**config.mk**
```make
export PLATFORM = sky130hd
export DESIGN_NAME = tdmh_cmp
export DESIGN_NICKNAME = d
export VERILOG_FILES = /design/src/design/tdmh_pkg.sv /design/src/design/tdmh_cmp.sv
export SDC_FILE = /design/constraint.sdc
export NUM_CORES = 1
export LEC_CHECK = 0
export BUFFER_PORTS_ARGS = -buffer_cell sky130_fd_sc_hd__buf_4
export CORE_ASPECT_RATIO = 0.7
export CORE_UTILIZATION = 42
export DETAILED_ROUTE_END_ITERATION = 10
export PLACE_DENSITY = 0.93
export SYNTH_ARGS = -nofsm -noshare
export SYNTH_HDL_FRONTEND = slang
export SYNTH_SLANG_ARGS = --single-unit
```
**constraint.sdc**
```tcl
create_clock -name vclk -period 3.6
set_clock_uncertainty 0.15 [all_clocks]
set_input_delay 0.36 -clock vclk [all_inputs]
set_output_delay 0.36 -clock vclk [all_outputs]
set_load 0.02 [all_outputs]
```
**src/design/tdmh_pkg.sv**
```systemverilog
// Shared types and codes for the timer deadline min-heap.
// Used by tdmh_cmp and timer_deadline_min_heap_core; no dependencies.
`timescale 1ns / 1ps

package tdmh_pkg;

  localparam int DEADLINE_W = 48;
  localparam int IDENT_W    = 32;
  localparam int NEXT_ID_W  = 33;

  localparam logic [1:0] OP_ADD   = 2'd0;
  localparam logic [1:0] OP_DEL   = 2'd1;
  localparam logic [1:0] OP_QUERY = 2'd2;

  localparam logic [1:0] STATUS_OK        = 2'd0;
  localparam logic [1:0] STATUS_FULL      = 2'd1;
  localparam logic [1:0] STATUS_NOT_FOUND = 2'd2;
  localparam logic [1:0] STATUS_NO_IDS    = 2'd3;

  // Deadline sits above the id, so one unsigned compare orders by deadline
  // and breaks ties by the lower id.
  typedef struct packed {
    logic [DEADLINE_W-1:0] deadline;
    logic [IDENT_W-1:0]    ident;
  } heap_entry_t;

  localparam int ENTRY_W = $bits(heap_entry_t);

  typedef enum logic [1:0] {
    CMP_RD_X,
    CMP_RD_BEST,
    CMP_X_RD
  } cmp_sel_e;

endpackage

```
**src/design/tdmh_cmp.sv**
```systemverilog
// Shared heap-order compare unit with its operand selection.
// Depends on tdmh_pkg for the entry type and the operand select codes.
`timescale 1ns / 1ps

module tdmh_cmp (
  input  tdmh_pkg::cmp_sel_e    sel_i,
  input  tdmh_pkg::heap_entry_t rd_i,
  input  tdmh_pkg::heap_entry_t x_i,
  input  tdmh_pkg::heap_entry_t best_i,
  output logic                  earlier_o
);
  import tdmh_pkg::*;

  heap_entry_t op_a;
  heap_entry_t op_b;

  always_comb begin
    case (sel_i)
      CMP_RD_X: begin
        op_a = rd_i;
        op_b = x_i;
      end
      CMP_RD_BEST: begin
        op_a = rd_i;
        op_b = best_i;
      end
      CMP_X_RD: begin
        op_a = x_i;
        op_b = rd_i;
      end
      default: begin
        op_a = rd_i;
        op_b = x_i;
      end
    endcase
  end

  assign earlier_o = (op_a < op_b);

endmodule

```
==> impl_metrics.yaml, run 1 <==
outcome:
  run_status: "completed"
power:
  worst_ir_drop_vdd_mv: 0.0899
  power_per_cell_area_nw_per_um2: 161
  static-leakage-power_nw: 3.12
final_layout:
  drive_above_1_share: 0.496
  area_growth_pct: 66.6
  final-seq-area_um2: 0
  design.final.nets: 1150
  clock_tree_buffer_count_of_the_final_layout: 0
  final_cell_count_no_fill: 948
  fin_util: 0.740
  n_sequential_cell: 0
  antenna_cells_inserted: 0
place:
  gpl.final_weighted_congestion: 0.905
  placed_cells: 920
  place.detailed.hpwl_um: 12500
  port_buffer_count: 243
die:
  dieHeight_um: 84.9
  initial_util: 0.444
  io_pins: 243
  die_w_um: 120
  design.die.area_um2: 10200
  core_box_area_um2: 9290
  fp-row-count: 29
critical_path:
  crit_path_start_kind: "primary input"
  crit_path_end_kind: "primary output"
  criticalPathCategory: "primary input to primary output"
  worstPathArrival_ns: 3.04
  worstPathRequired_ns: 3.09
  path_max_fanout: 8
timing:
  slew-limit-headroom: 0.810
  post-route-min-period_ns: 3.55
  setup_repair_after_global_routing_missed_its_margin: "yes"
  final-max-slew-violation-count: 0
  fin_worst_hold_slack_ns: 1.47
  tightestPinTransition_ns: 0.283
  max_fclk_ghz: 0.281
  timing_hold_violations_final: 0
  finalSetupViolations: 0
  period_share: 0.987
yosys:
  biggest_area_contributors_in_the_synthesized_netlist: "sky130_fd_sc_hd__ha_1, sky130_fd_sc_hd__mux2_2, sky130_fd_sc_hd__a22oi_1, sky130_fd_sc_hd__a21oi_1, sky130_fd_sc_hd__nor2_1"
  synth_top_cells_by_count: "sky130_fd_sc_hd__a21oi_1, sky130_fd_sc_hd__ha_1, sky130_fd_sc_hd__nor2_1"
  post_synth.cell_area_avg_um2: 7.18
  synth_compound_gate_area_share: 0.334
  synth_most_common_cell: "sky130_fd_sc_hd__a21oi_1"
  post_synth_xor_area_fraction: 0
  dominant_combinational_cell_family_by_area_after_synthesis: "compound AO/OA/AOI/OAI gates"
  synthAdderAreaFrac: 0.249
  synth_mux_area_frac: 0.218
  postSynthNetCount: 899
  yosys.area_share.simple: 0.152
  synthesis.instances: 575
  yosysWarningCount: 0
  ys_seq_area_frac: 0
  synth.cell_area_um2: 4130
  synth_top_cell_by_area: "sky130_fd_sc_hd__ha_1"
  yosys.area.top_type_share: 0.249
  post_synth_num_cell_types: 36
flow_run:
  cap_viol_max_count: 0
grt:
  grtUsageTotal: 0.290
  grt_pass1_wl_um: 24700
  initial_antenna_violation_count: 0
  pin_count_of_the_biggest_net_entering_global_routing: 51
  globalRouteOverflowTotal: 0
  first_global_vias: 5273
detailed_routing:
  drt_wl_total_um: 16500
  routed_via_density: 5.87
  vias: 5567
  residual_drc_count: 0
  drtIter0Drc: 229
  route.antenna.remaining_nets: 0
  drt-pass1-iter-count: 5
  routedWlPerCell_um: 17.4
worst_hold_path:
  hold_class: "primary input to primary output"
## cell type report
cell class                      count  area [µm²]
Multi-Input combinational cell    525        4200
Timing Repair Buffer              294        2490
Fill cell                         730        2410
Tap cell                          124         155
Inverter                            5        23.8
## final timing paths
path,start,end,slack (ns),cells after the start
max,sel_i[0],earlier_o,0.05,15
min,x_i[79],earlier_o,1.47,8
## routing by layer
metal | vias up | global-route usage | routed length (µm)
met1 | 2561 | 0.373 | 7030
met5 | - | 0 | 0
met4 | 0 | 0.0438 | 326
li1 | 2741 | - | -
met3 | 32 | 0.0195 | 919
met2 | 233 | 0.539 | 8260
## layout by cell type, fill, tap and decap left out, types with 2 or more instances in the layout
| cell type | n |
|---|---|
| sky130_fd_sc_hd__ha_4 | 7 |
| sky130_fd_sc_hd__and4_1 | 4 |
| sky130_fd_sc_hd__a221oi_2 | 5 |
| sky130_fd_sc_hd__bufbuf_16 | 2 |
| sky130_fd_sc_hd__o21ai_1 | 6 |
| sky130_fd_sc_hd__o21ai_0 | 6 |
| sky130_fd_sc_hd__buf_12 | 12 |
| sky130_fd_sc_hd__mux2_1 | 6 |
| sky130_fd_sc_hd__a21oi_2 | 9 |
| sky130_fd_sc_hd__buf_4 | 270 |
| sky130_fd_sc_hd__o211ai_1 | 3 |
| sky130_fd_sc_hd__or4_4 | 2 |
| sky130_fd_sc_hd__nand3_1 | 7 |
| sky130_fd_sc_hd__inv_1 | 4 |
| sky130_fd_sc_hd__ha_1 | 75 |
| sky130_fd_sc_hd__buf_16 | 2 |
| sky130_fd_sc_hd__a22oi_1 | 75 |
| sky130_fd_sc_hd__nor2_1 | 81 |
| sky130_fd_sc_hd__nor2b_1 | 2 |
| sky130_fd_sc_hd__nor3_1 | 2 |
| sky130_fd_sc_hd__nand4_1 | 12 |
| sky130_fd_sc_hd__a22oi_2 | 4 |
| sky130_fd_sc_hd__a21oi_1 | 103 |
| sky130_fd_sc_hd__mux2_4 | 3 |
| sky130_fd_sc_hd__mux2_2 | 71 |
| sky130_fd_sc_hd__buf_6 | 6 |
| sky130_fd_sc_hd__nand2_1 | 21 |
## repair_timing
item	4_1_cts	5_1_grt
hold buffers	0	0
pin swaps	13	23
gates resized for setup	12	53
buffers inserted	9	14
gates cloned	4	1
setup endpoints to repair	1	1
## report_power, final
group          switching [mW]  internal (mW)  total (mW)
Clock                       0              0           0
Sequential                  0              0           0
Combinational           0.513          0.595        1.11
Total                   0.513          0.595        1.11
## cells by family (layout without fill, tap and decap cells)
logic type	count (synthesis)	in the layout
buf+inv	50	299
mux	80	80
compound gates	222	222
simple gates	141	141
fa+ha+maj	82	82
## worst max-delay path, cell delays in order
cell                       delay, ns
sky130_fd_sc_hd__buf_8          0.11
sky130_fd_sc_hd__inv_6          0.06
sky130_fd_sc_hd__ha_4           0.14
sky130_fd_sc_hd__buf_12         0.13
sky130_fd_sc_hd__buf_12         0.13
sky130_fd_sc_hd__buf_6          0.13
sky130_fd_sc_hd__mux2_2         0.34
sky130_fd_sc_hd__ha_1           0.33
sky130_fd_sc_hd__nand4_1        0.21
sky130_fd_sc_hd__inv_1          0.09
sky130_fd_sc_hd__a221oi_2       0.25
sky130_fd_sc_hd__o211ai_1       0.13
sky130_fd_sc_hd__a211oi_2       0.22
sky130_fd_sc_hd__a21boi_4       0.25
sky130_fd_sc_hd__buf_6          0.14
## through the flow
step                setup slack, ns  power [mW]  TNS, ns  cell area [µm²]
finish                       0.0475        1.11        0             6880
global route                -0.0895        1.22  -0.0895             6880
CTS                         0.00450        1.00        0             6500
detailed placement          -0.0977       0.953  -0.0977             6260
global placement            -0.0367       0.923  -0.0367             6260
floorplan                    0.0364       0.543        0             4130
Note: power is estimated with default switching activity, not from simulation.
==> run 2, diff against run 1 <==
ABC_AREA = 1   (was unset)
CORE_UTILIZATION = 43   (was 42)
PLACE_DENSITY = 0.94   (was 0.93)
==> impl_metrics.yaml, run 2 <==
outcome:
  run_status: "completed"
power:
  p_clk_frac: 0
  combinationalPowerShare: 1.000
  net-switching-power_mw: 0.505
  seqPwrFrac: 0
  switching_share: 0.504
  power.internal_mw: 0.496
  static-leakage-power_nw: 3.22
  power_per_cell_area_nw_per_um2: 158
  worst_ir_drop_vdd_mv: 0.0754
  fin_total_pwr_mw: 1.00
detailed_routing:
  drt_wl_total_um: 15600
  drt-pass1-iter-count: 6
  routed_via_density: 5.57
  routedWlPerCell_um: 14.7
  vias: 5939
  route.antenna.remaining_nets: 0
  drtIter0Drc: 366
  residual_drc_count: 0
critical_path:
  timing.critical_path.depth: 16
  crit_top_cell: "sky130_fd_sc_hd__a21oi_1"
  slowest_delay_ns: 0.33
  worstPathArrival_ns: 2.89
  startpoint: "sel_i[0]"
  setup.worst_path.end: "earlier_o"
  critical-path-top-delay-family: "compound AO/OA/AOI/OAI gates"
  crit_chain: "buf_4 > inv_1 > ha_4 > buf_12 > a21oi_1 > o21ai_0 > o21ai_0 > ha_1 > a21oi_1 > o21ai_0 > a21oi_1 > nand2_1 > a21oi_1 > nand2_1 > a21oi_1 > buf_4"
  crit_path_end_kind: "primary output"
  crit_path_start_kind: "primary input"
  worstPathRequired_ns: 3.09
  path_buf_inv: 4
  path_max_fanout: 53
  criticalPathCategory: "primary input to primary output"
  slowest_stage: "sky130_fd_sc_hd__ha_4"
clock_network:
  cts-hold-fix-buffers: 0
grt:
  first_global_vias: 5374
  initial_antenna_violation_count: 0
  pin_count_of_the_biggest_net_entering_global_routing: 54
  grt_busiest_layer: "met2"
  grt_use_met3: 0.0222
  grtUsageTotal: 0.282
  grt_pass1_wl_um: 24300
  grt_use_met2: 0.512
  gr-usage-met1: 0.364
  globalRouteOverflowTotal: 0
place:
  place.detailed.hpwl_um: 12600
  port_buffer_count: 243
  gpl.final_weighted_congestion: 0.919
final_layout:
  area_growth_pct: 49.4
  fin_util: 0.680
  design.final.nets: 1269
  final-seq-area_um2: 0
  antenna_cells_inserted: 0
  final_common_cell: "sky130_fd_sc_hd__buf_4"
  mostFrequentLayoutCells: "sky130_fd_sc_hd__buf_4, sky130_fd_sc_hd__o21ai_0, sky130_fd_sc_hd__nand2_1"
  drive_above_1_share: 0.313
  clock_tree_buffer_count_of_the_final_layout: 0
  n_sequential_cell: 0
yosys:
  post_synth_num_cell_types: 25
  yosys.area.top_type_share: 0.243
  synth.cell_area_um2: 4230
  ys_seq_area_frac: 0
  synth_most_common_cell: "sky130_fd_sc_hd__o21ai_0"
  synth_top_cell_by_area: "sky130_fd_sc_hd__ha_1"
  synthesis.instances: 726
  synth_top_cells_by_count: "sky130_fd_sc_hd__o21ai_0, sky130_fd_sc_hd__nand2_1, sky130_fd_sc_hd__a21oi_1"
  post_synth.cell_area_avg_um2: 5.82
  yosysWarningCount: 0
  biggest_area_contributors_in_the_synthesized_netlist: "sky130_fd_sc_hd__ha_1, sky130_fd_sc_hd__o21ai_0, sky130_fd_sc_hd__nand2_1, sky130_fd_sc_hd__a21oi_1, sky130_fd_sc_hd__inv_1"
  postSynthNetCount: 1050
die:
  initial_util: 0.455
  design.die.area_um2: 10200
  die_w_um: 121
  fp-row-count: 29
  dieHeight_um: 85.0
  io_pins: 243
  core_box_area_um2: 9290
timing:
  timing_hold_violations_final: 0
  fin_worst_hold_slack_ns: 1.35
  max_fclk_ghz: 0.294
  timing.setup.tns_ns: 0
  post-route-min-period_ns: 3.40
  finalSetupViolations: 0
  slew-limit-headroom: 0.804
  final-max-slew-violation-count: 0
  period_share: 0.944
  tightestPinTransition_ns: 0.294
worst_hold_path:
  hold_class: "primary input to primary output"
flow_run:
  cap_viol_max_count: 0
==> run 2: cell count changes after synthesis, sizes merged, moves of 18 or more <==
cell	previous run	this run
buf	4	22
mux2	80	22
a22oi	79	0
inv	5	75
nand2	21	140
nor2	82	21
o21ai	12	185
a21oi	112	92
==> run 2: worst min-delay path by stage <==
stage	from	endpoint	slack (ns)	cells past startpoint
2_1_floorplan	x_i[7]	earlier_o	1.11	8
3_3_place_gp	x_i[7]	earlier_o	1.37	10
3_5_place_dp	x_i[7]	earlier_o	1.37	10
4_1_cts	x_i[7]	earlier_o	1.37	10
5_1_grt	x_i[7]	earlier_o	1.46	10
6_report	x_i[7]	earlier_o	1.35	10
==> run 2: cells by family after synthesis <==
logic type      Yosys count  synth area share
simple gates            180             0.168
fa+ha+maj                82             0.243
buf+inv                 125             0.120
compound gates          317             0.410
mux                      22            0.0586
==> run 2: stage by stage <==
stage               cell area (µm²)  cells  setup slack (ns)
global route                   6320   1067         -0.000702
CTS                            6180   1059            0.0439
global placement               6180   1059            0.0869
detailed placement             6180   1059            0.0664
floorplan                      4230    726             0.434
finish                         6320   1067             0.202
==> run 2: layout make-up <==
type	instances	area, µm²
fillers	840	2970
inverters	75	287
multi-input cells	601	3770
well taps	124	155
repair buffers	267	2110
==> run 2: what timing repair did <==
action | 4_1_cts | 5_1_grt
gates resized for setup | 0 | 8
endpoints found under the setup margin | 0 | 1
setup buffers | 0 | 7
==> run 2: power groups by stage <==
stage | registers (mW) | clock network [mW] | logic [mW]
after floorplan | 0 | 0 | 0.575
after global placement | 0 | 0 | 0.931
after detailed placement | 0 | 0 | 0.962
after CTS | 0 | 0 | 0.969
after global routing | 0 | 0 | 1.13
final | 0 | 0 | 1.00
==> run 2: metal layers <==
| metal | share of wire | up-vias |
|---|---|---|
| met3 | 0.075 | 30 |
| li1 | - | 2998 |
| met5 | 0 | - |
| met1 | 0.43 | 2632 |
| met2 | 0.48 | 279 |
| met4 | 0.018 | 0 |
==> run 3, diff against run 2 <==
CORE_UTILIZATION = 30   (was 43)
PLACE_DENSITY = 0.73   (was 0.94)
==> impl_metrics.yaml, run 3 (synthesis gave the netlist of run 2 again) <==
outcome:
  run_status: "completed"
detailed_routing:
  drt_wl_total_um: 15800
  vias: 5753
  drt-pass1-iter-count: 5
  routed_via_density: 5.13
  residual_drc_count: 0
  drtIter0Drc: 269
  routedWlPerCell_um: 14.1
  route.antenna.remaining_nets: 0
power:
  combinationalPowerShare: 1.000
  seqPwrFrac: 0
  power_per_cell_area_nw_per_um2: 155
  switching_share: 0.506
  fin_total_pwr_mw: 0.982
  power.internal_mw: 0.485
  worst_ir_drop_vdd_mv: 0.0560
  p_clk_frac: 0
  net-switching-power_mw: 0.497
  static-leakage-power_nw: 3.18
die:
  initial_util: 0.314
  dieHeight_um: 101
  io_pins: 243
  core_box_area_um2: 13400
  die_w_um: 144
  fp-row-count: 35
  design.die.area_um2: 14600
worst_hold_path:
  hold_class: "primary input to primary output"
  whs_path_depth: 10
  worstHoldEndpoint: "earlier_o"
  hp-start: "x_i[7]"
timing:
  tightestPinTransition_ns: 0.313
  slew-limit-headroom: 0.791
  max_fclk_ghz: 0.300
  final-max-slew-violation-count: 0
  timing_hold_violations_final: 0
  post-route-min-period_ns: 3.34
  fin_worst_hold_slack_ns: 1.36
  setup_ws_ns: 0.265
  period_share: 0.926
  setup_repair_after_global_routing_missed_its_margin: "no"
  timing.setup.tns_ns: 0
  finalSetupViolations: 0
critical_path:
  criticalPathCategory: "primary input to primary output"
  crit_top_cell: "sky130_fd_sc_hd__buf_4"
  critical-path-top-delay-family: "buffers and inverters"
  worstPathArrival_ns: 2.83
  crit_path_start_kind: "primary input"
  path_max_fanout: 29
  slowest_delay_ns: 0.35
  path_buf_inv: 6
  crit_path_end_kind: "primary output"
  crit_chain: "buf_4 > inv_1 > ha_2 > inv_6 > buf_12 > o21ai_0 > ha_1 > nand2_1 > nor2_1 > nand2_1 > nor4_2 > buf_4 > nand4_1 > nor2_1 > a21oi_1 > buf_4"
  slowest_stage: "sky130_fd_sc_hd__ha_2"
  worstPathRequired_ns: 3.09
grt:
  grt_busiest_layer: "met2"
  grt_pass1_wl_um: 24200
  grt_use_met3: 0.0217
  first_global_vias: 5279
  pin_count_of_the_biggest_net_entering_global_routing: 54
  grt_use_met2: 0.364
  gr-usage-met1: 0.267
  globalRouteOverflowTotal: 0
  grtUsageTotal: 0.201
  initial_antenna_violation_count: 0
clock_network:
  post_cts.resized_instances: 0
  cts-hold-fix-buffers: 0
  cts_setup_buffers: 0
final_layout:
  mostFrequentLayoutCells: "sky130_fd_sc_hd__buf_4, sky130_fd_sc_hd__o21ai_0, sky130_fd_sc_hd__nand2_1"
  fin_util: 0.470
  antenna_cells_inserted: 0
  drive_above_1_share: 0.308
  post-route-cell-area_um2: 6320
  final-seq-area_um2: 0
  final_cell_count_no_fill: 1121
  clock_tree_buffer_count_of_the_final_layout: 0
  fillCellCount: 1423
  final_common_cell: "sky130_fd_sc_hd__buf_4"
  area_growth_pct: 49.6
  n_sequential_cell: 0
  design.final.nets: 1262
place:
  place.detailed.hpwl_um: 12900
  place_area_um2: 6290
  placed_cells: 1120
  port_buffer_count: 243
  detailedPlace.worstSlack_ns: 0.137
  gpl.final_weighted_congestion: 0.888
flow_run:
  cap_viol_max_count: 0
run 3: cell types whose count changed in the layout (fill, tap and decap cells not counted):
cell | previous run | this run
sky130_fd_sc_hd__nor4_2 | 0 | 1
sky130_fd_sc_hd__buf_12 | 6 | 7
sky130_fd_sc_hd__buf_6 | 3 | 0
sky130_fd_sc_hd__ha_2 | 0 | 2
sky130_fd_sc_hd__inv_1 | 74 | 73
sky130_fd_sc_hd__clkinv_1 | 0 | 1
sky130_fd_sc_hd__a21oi_2 | 1 | 0
sky130_fd_sc_hd__nor4_1 | 1 | 0
sky130_fd_sc_hd__buf_4 | 257 | 252
sky130_fd_sc_hd__ha_4 | 3 | 1
sky130_fd_sc_hd__a21oi_1 | 91 | 92
run 3: layout make-up:
cell class,count,area (µm²),area share
Inverter,75,287,0.0453
Tap cell,185,231,0.0366
Multi-Input combinational cell,601,3750,0.593
Timing Repair Buffer,260,2060,0.325
run 3: how the worst max path moves through the flow:
| stage | from | to | cells past startpoint |
|---|---|---|---|
| global placement | sel_i[0] | earlier_o | 16 |
| finish | sel_i[0] | earlier_o | 16 |
| floorplan | sel_i[0] | earlier_o | 17 |
| CTS | sel_i[0] | earlier_o | 16 |
| detailed placement | sel_i[0] | earlier_o | 16 |
| global route | sel_i[0] | earlier_o | 20 |
run 3: power groups by stage:
stage               sequential [mW]  combinational (mW)  clock [mW]
floorplan                         0               0.575           0
global placement                  0               0.955           0
detailed placement                0               0.968           0
CTS                               0               0.974           0
global route                      0                1.13           0
finish                            0               0.982           0
run 3: routing by layer:
metal	wire [µm]	share of wire
met1	7380	0.47
met5	0	0
met4	18	0.0011
met2	7290	0.46
met3	1140	0.072
